===== config.mk =====
export PLATFORM = sky130hd
export DESIGN_NAME = hdlc_crc32_deframer
export DESIGN_NICKNAME = d
export VERILOG_FILES = /design/src/hdl/hdlc_pkg.sv /design/src/hdl/hdlc_core.sv /design/src/hdl/hdlc_crc32_deframer.sv
export SDC_FILE = /design/constraint.sdc
export NUM_CORES = 1
export LEC_CHECK = 0
export BUFFER_PORTS_ARGS = -buffer_cell sky130_fd_sc_hd__buf_2
export CELL_PAD_IN_SITES_DETAIL_PLACEMENT = 0
export CELL_PAD_IN_SITES_GLOBAL_PLACEMENT = 1
export CORE_UTILIZATION = 30
export CTS_BUF_LIST = sky130_fd_sc_hd__clkbuf_8
export DETAILED_ROUTE_END_ITERATION = 8
export GPL_ROUTABILITY_DRIVEN = 0
export PLACE_DENSITY = 0.54
export SLEW_MARGIN = 20
export SYNTH_ARGS = -nofsm -noshare
export SYNTH_HDL_FRONTEND = slang
export SYNTH_HIERARCHICAL = 1
export SYNTH_SLANG_ARGS = --single-unit

===== constraint.sdc =====
create_clock -name clk_i -period 4.5 [get_ports clk_i]
set_clock_uncertainty 0.2 [all_clocks]
set_input_delay 0.225 -clock clk_i [delete_from_list [all_inputs] [get_ports clk_i]]
set_output_delay 0.225 -clock clk_i [all_outputs]
set_load 0.05 [all_outputs]

===== src/hdl/hdlc_pkg.sv =====
package hdlc_pkg;

  localparam int unsigned MaxFrame = 2048;
  localparam int unsigned LenW     = 12;
  localparam int unsigned TailLen  = 4;

  localparam logic [7:0]  FlagCode = 8'h7E;
  localparam logic [7:0]  EscCode  = 8'h7D;
  localparam logic [7:0]  EscFlip  = 8'h20;
  localparam logic [31:0] CrcInit  = 32'hFFFF_FFFF;
  localparam logic [31:0] CrcPoly  = 32'hEDB8_8320;

  localparam logic KindData = 1'b0;
  localparam logic KindEnd  = 1'b1;

  localparam logic [2:0] StatusGood    = 3'd0;
  localparam logic [2:0] StatusCrcBad  = 3'd1;
  localparam logic [2:0] StatusShort   = 3'd2;
  localparam logic [2:0] StatusAbort   = 3'd3;
  localparam logic [2:0] StatusOverrun = 3'd4;

  typedef struct packed {
    logic        valid;
    logic        kind;
    logic [7:0]  data;
    logic [2:0]  status;
    logic [31:0] err_total;
  } result_t;

  // Reflected CRC-32, one byte; flattens to an XOR network.
  function automatic logic [31:0] crc32_byte(input logic [31:0] crc, input logic [7:0] b);
    logic [31:0] c;
    c = crc ^ {24'd0, b};
    for (int k = 0; k < 8; k++) begin
      if (c[0]) begin
        c = (c >> 1) ^ CrcPoly;
      end else begin
        c = c >> 1;
      end
    end
    return c;
  endfunction

endpackage


===== src/hdl/hdlc_core.sv =====
module hdlc_core (
  input  logic                   clk_i,
  input  logic                   rst_ni,
  input  logic                   step_i,
  input  logic [7:0]             byte_i,
  output hdlc_pkg::result_t      res_o
);

  logic                          esc_q, esc_d;
  logic [hdlc_pkg::LenW-1:0]     len_q, len_d;
  logic [7:0]                    win_q [hdlc_pkg::TailLen];
  logic [7:0]                    win_d [hdlc_pkg::TailLen];
  logic [31:0]                   crc_q, crc_d;
  logic [31:0]                   cnt_q, cnt_d;

  logic [7:0]  data_byte;
  logic [31:0] rx_crc;
  logic        len_full;
  logic        len_short;

  assign data_byte = esc_q ? (byte_i ^ hdlc_pkg::EscFlip) : byte_i;
  assign rx_crc    = {win_q[3], win_q[2], win_q[1], win_q[0]};
  assign len_full  = {1'b0, len_q} >= (hdlc_pkg::LenW + 1)'(hdlc_pkg::MaxFrame - 1);
  assign len_short = len_q <= hdlc_pkg::LenW'(hdlc_pkg::TailLen);

  always_comb begin
    esc_d = esc_q;
    len_d = len_q;
    crc_d = crc_q;
    cnt_d = cnt_q;
    for (int i = 0; i < hdlc_pkg::TailLen; i++) begin
      win_d[i] = win_q[i];
    end
    res_o.valid  = 1'b0;
    res_o.kind   = hdlc_pkg::KindEnd;
    res_o.data   = 8'd0;
    res_o.status = hdlc_pkg::StatusGood;

    if (byte_i == hdlc_pkg::FlagCode) begin
      esc_d = 1'b0;
      len_d = '0;
      crc_d = hdlc_pkg::CrcInit;
      for (int i = 0; i < hdlc_pkg::TailLen; i++) begin
        win_d[i] = 8'd0;
      end
      if (esc_q) begin
        res_o.valid  = 1'b1;
        res_o.status = hdlc_pkg::StatusAbort;
      end else if (len_q == '0) begin
        res_o.valid = 1'b0;
      end else if (len_short) begin
        res_o.valid  = 1'b1;
        res_o.status = hdlc_pkg::StatusShort;
      end else begin
        res_o.valid = 1'b1;
        if ((crc_q ^ hdlc_pkg::CrcInit) != rx_crc) begin
          res_o.status = hdlc_pkg::StatusCrcBad;
          cnt_d        = cnt_q + 32'd1;
        end
      end
    end else if (byte_i == hdlc_pkg::EscCode) begin
      if (esc_q) begin
        // double escape aborts; escape stays pending
        len_d = '0;
        crc_d = hdlc_pkg::CrcInit;
        for (int i = 0; i < hdlc_pkg::TailLen; i++) begin
          win_d[i] = 8'd0;
        end
        res_o.valid  = 1'b1;
        res_o.status = hdlc_pkg::StatusAbort;
      end else begin
        esc_d = 1'b1;
      end
    end else begin
      esc_d = 1'b0;
      if (len_full) begin
        // drop the byte and start a new frame without a flag
        len_d = '0;
        crc_d = hdlc_pkg::CrcInit;
        for (int i = 0; i < hdlc_pkg::TailLen; i++) begin
          win_d[i] = 8'd0;
        end
        res_o.valid  = 1'b1;
        res_o.status = hdlc_pkg::StatusOverrun;
      end else begin
        for (int i = 0; i < hdlc_pkg::TailLen - 1; i++) begin
          win_d[i] = win_q[i+1];
        end
        win_d[hdlc_pkg::TailLen-1] = data_byte;
        len_d = len_q + hdlc_pkg::LenW'(1);
        if (len_q >= hdlc_pkg::LenW'(hdlc_pkg::TailLen)) begin
          crc_d        = hdlc_pkg::crc32_byte(crc_q, win_q[0]);
          res_o.valid  = 1'b1;
          res_o.kind   = hdlc_pkg::KindData;
          res_o.data   = win_q[0];
        end
      end
    end
    res_o.err_total = cnt_d;
  end

  always_ff @(posedge clk_i or negedge rst_ni) begin
    if (!rst_ni) begin
      esc_q <= 1'b0;
      len_q <= '0;
      crc_q <= hdlc_pkg::CrcInit;
      cnt_q <= 32'd0;
      for (int i = 0; i < hdlc_pkg::TailLen; i++) begin
        win_q[i] <= 8'd0;
      end
    end else if (step_i) begin
      esc_q <= esc_d;
      len_q <= len_d;
      crc_q <= crc_d;
      cnt_q <= cnt_d;
      for (int i = 0; i < hdlc_pkg::TailLen; i++) begin
        win_q[i] <= win_d[i];
      end
    end
  end

endmodule


===== src/hdl/hdlc_crc32_deframer.sv =====
// HDLC deframer with CRC-32 check. One raw line byte per beat in; payload bytes come out
// four bytes late so the trailing CRC is never shown, and each frame ends with one end
// marker carrying its status (good, CRC mismatch, too short, aborted, overflow) and the
// running mismatch count. The payload is streamed, so discard a frame on a bad status.
// Throughput is one byte per cycle while out_stall_i is low, set by the bytewise CRC XOR
// network. Bytes pass an input then a result register. No clearing pass at reset.
module hdlc_crc32_deframer (
  input  logic        clk_i,
  input  logic        rst_ni,
  input  logic        in_valid_i,
  output logic        in_stall_o,
  input  logic [7:0]  in_byte_i,
  output logic        out_valid_o,
  input  logic        out_stall_i,
  output logic        kind_o,
  output logic [7:0]  out_byte_o,
  output logic [2:0]  frame_status_o,
  output logic [31:0] crc_error_total_o
);

  logic              in_valid_q;
  logic [7:0]        in_byte_q;
  logic              out_valid_q;
  logic              advance;
  logic              step;
  hdlc_pkg::result_t res;
  hdlc_pkg::result_t res_q;

  assign advance    = !out_valid_q || !out_stall_i;
  assign step       = in_valid_q && advance;
  assign in_stall_o = in_valid_q && !advance;

  always_ff @(posedge clk_i or negedge rst_ni) begin
    if (!rst_ni) begin
      in_valid_q <= 1'b0;
    end else if (in_valid_i && !in_stall_o) begin
      in_valid_q <= 1'b1;
    end else if (step) begin
      in_valid_q <= 1'b0;
    end
  end

  always_ff @(posedge clk_i) begin
    if (in_valid_i && !in_stall_o) begin
      in_byte_q <= in_byte_i;
    end
  end

  hdlc_core u_core (
    .clk_i  (clk_i),
    .rst_ni (rst_ni),
    .step_i (step),
    .byte_i (in_byte_q),
    .res_o  (res)
  );

  always_ff @(posedge clk_i or negedge rst_ni) begin
    if (!rst_ni) begin
      out_valid_q <= 1'b0;
    end else if (advance) begin
      out_valid_q <= step && res.valid;
    end
  end

  // hold the result beat while stalled
  always_ff @(posedge clk_i) begin
    if (step && res.valid) begin
      res_q <= res;
    end
  end

  assign out_valid_o       = out_valid_q;
  assign kind_o            = res_q.kind;
  assign out_byte_o        = res_q.data;
  assign frame_status_o    = res_q.status;
  assign crc_error_total_o = res_q.err_total;

endmodule


==> results.txt <==
----------------------------------------------------
[Status]
  Result of the run ... complete, but fails checks
  Violations in the final reports ... design-rule violations

[Timing]
  Fmax ... 0.328 GHz
  Shortest period the worst path allows ... 3050 ps
  Number of max-slew violations in the final report ... 0
  Transition time of the tightest slew-check pin ... 1010 ps
  Number of failing hold endpoints at the final stage ... 0
  Sum of negative setup slack ... 0 ps
  Setup Viol. Count Final ... 0
  Setup repair after global routing missed its margin ... false
  Part of the cycle the worst path needs ... 67.7%
  Slew Limit Headroom ... 32.5%

[Global routing]
  Global-route wire length before repair ... 32300 um
  Gr ovfl total ... 0
  Pin count of the biggest net entering global routing ... 63
  Number of global-route vias before repair ... 5654
  Global-route usage over all layers ... 14.9%
  Number of antenna violations at the first check in global routing ... 1

[Clock network]
  CTS tree ... done
  Clock-pin transition on the worst setup and hold timing paths ... 110 ps
  Number of setup buffers added after CTS ... 0
  Number of clock sinks ... 163
  CTS buffer count ... 17
  Deepest level of the CTS H-tree ... 4
  Maximum number of buffers from clock root to sink ... 2
  Insertion delay of the later-clocked pin in the worst-skew pair ... 470 ps
  Clock Root Buffer ... clkbuf_8

[Placement]
  Buffers added on ports ... 57
  Post-detail-place hpwl ... 13500 um

[Detailed routing]
  Final wirelength ... 19600 um
  Number of remaining DRC errors ... 4
  Post-route ant nets ... 0
  DRC violation total after the first TritonRoute iteration ... 368
  Per-cell routed wire length ... 17.0 um
  Mean number of vias per cell ... 4.74
  Length of the first detailed-routing pass in iterations ... 7
  Vias ... 5475

[Floorplan]
  Die W ... 166 um
  Boundary Pins ... 58
  Placeable core region ... 0.0263 sq mm
  Starting density of the core ... 30.9%
  Std-Cell Rows ... 59
  Floorplan die height ... 166 um
  Die Area ... 0.0277 sq mm

[Final layout]
  Share of cells above drive strength 1 ... 18.9%
  Synthesis-to-finish area growth ... 14.8%
  Register area ... 0.00438 sq mm
  Diodes inserted ... 0
  Count of filler cells inserted in the layout ... 2651
  Area of the multi-input gates ... 0.00358 sq mm
  Final layout net count ... 823

[Yosys]
  Cell types with the highest counts after synthesis ... 79 x dfrtp_1, 77 x xnor2_1, 76 x nand2_1
  Top cell type by total area after synthesis ... dfrtp_1
  Seq cells post-synth ... 163
  Adder and majority gate portion of the synthesized area ... 0.617%
  Main combinational cell family by area after synthesis ... XOR/XNOR gates
  Unique masters post-synth ... 51
  Post-synthesis async set-or-reset flop share ... 68.1%
  Synth Flop Type ... dfrtp_1
  Fraction of synthesized area in multiplexers ... 0.139%
  Share of the synthesized area in compound gates (AO/OA/AOI/OAI) ... 8.51%
  Avg Synthesized Cell Area ... 11.0 sq um
  Summed instance area of the synthesized netlist ... 0.00812 sq mm
  Most frequent cell after synthesis ... dfrtp_1
  Synthesized-area fraction occupied by and/or/nand/nor cells ... 15.8%
  Number of synthesized flops with an enable pin ... 52
  Nets in the synthesized netlist ... 757
  Area fraction of the dominant cell type after synthesis ... 24.4%
  Ranking of synthesized cells by area ... dfrtp_1 24%, edfxtp_1 19%, dfstp_2 10%, xnor2_1 8.3%, xor2_1 7.7%
  Yosys synthesis warning count ... 6
  Part of the Yosys area used for sequential elements ... 54.0%
  Post-Syn Instances ... 741
  Xor/xnor share of the synthesized area ... 18.8%

[Worst setup path]
  Type of the worst setup path ... reg2reg
  Critical Path Sink Type ... flip-flop
  Largest fanout on the critical path ... 24
  Launching element type of the critical path ... flip-flop
  Required time of the critical path ... 4520 ps
  Signal arrival time at the worst endpoint ... 3070 ps

[Job]
  Maxcap violations ... 0

[Power]
  Worst IR Drop VDD ... 0.466 mV
  Power density over cell area ... 873 mW/mm^2
  Lkg Pwr ... 3.84 nW
  Total power consumption of the routed design ... 0.00813 W

[Hold path]
  Class of the tightest hold or removal check ... in2async

----------------------------------------------------
placed cells by master (no fill, tap or decap), types with 31 or more instances in the layout:
cell	netlist	layout
xnor2_1	77	77
nand2_1	76	76
dfrtp_1	79	79
edfxtp_1	52	52
o21ai_0	31	31
nor2_1	67	67
a21oi_1	40	38
dfstp_2	32	32
buf_2	3	56
xor2_1	71	71
layer usage:
metal	track usage (%)	share of wire, %	wire length [um]	up-vias
li1	-	-	-	2689
met1	20.8	50	9740	2695
met2	23.8	47	9140	80
met3	2.71	2.9	570	11
met4	3.90	0.77	150	0
met5	0	0	0	-
critical path: stages, from the launching register on:
cell	delay, ps
dfrtp_1	430
xnor2_1	460
inv_1	200
ha_1	270
nor4b_1	150
and4_4	210
a2111oi_4	280
buf_4	330
nand3_1	130
xnor2_1	150
power breakdown:
group / switching, W / internal [W] / leakage (nW)
Sequential: 0.000425 / 0.00216 / 1.87
Clock: 0.000663 / 0.000430 / 0.207
Combinational: 0.00269 / 0.00177 / 1.76
Total: 0.00377 / 0.00436 / 3.84
worst paths after layout:
kind	start	to	slack (ps)	depth (start not counted)
min in group clk_i	in_byte_i[3]	in_byte_q[3]	260	2
min reg2reg	u_core/cnt_q[31]	u_core/cnt_q[31]	300	1
max	u_core/rx_crc[3]	crc_error_total_o[8]	1450	9
max reg2reg	u_core/rx_crc[3]	crc_error_total_o[8]	1450	9
min	rst_ni	u_core/rx_crc[30]	70	2
max in group asynchronous	rst_ni	u_core/esc_q	2970	3
kinds of logic after synthesis:
group | count (synthesis)
simple gates | 266
flops | 163
xor+xnor | 160
compound gates | 105
buf+inv | 42
fa+ha+maj | 4
mux | 1
layout make-up:
class,instances,area share [%]
Inverter,12,0.483
Clock buffer,17,2.51
Clock inverter,15,2.04
Timing Repair Buffer,77,5.02
Sequential cell,163,47.0
Tap cell,335,4.50
Multi-Input combinational cell,536,38.5
registers in the layout, indices dropped and copies added, names as in the netlist:
signal / flops
in_valid_q: 1
in_byte_q: 8
u_core/len_q: 12
u_core/cnt_q: 32
out_valid_o: 1
kind_o: 1
u_core/esc_q: 1
frame_status_o: 3
crc_error_total_o: 32
u_core/crc_q: 32
out_byte_o: 8
u_core/rx_crc: 32
through the flow:
step	utilization [%]	area, sq um	hold WS (ps)	std cells	worst slack, ps
2_1_floorplan	-	8120	-271	741	293
3_3_place_gp	33.4	8770	37.6	1111	1450
3_5_place_dp	33.4	8770	43.4	1111	1420
4_1_cts	35.5	9320	54.6	1155	1430
5_1_grt	35.5	9320	102	1155	1210
6_report	35.5	9320	69.3	1155	1450
repair_timing:
item,CTS,global route
hold endpoints to repair,46,0
gates resized for setup,0,0
hold buffers,12,0
No activity file was read; power rests on OpenSTA's default activity.
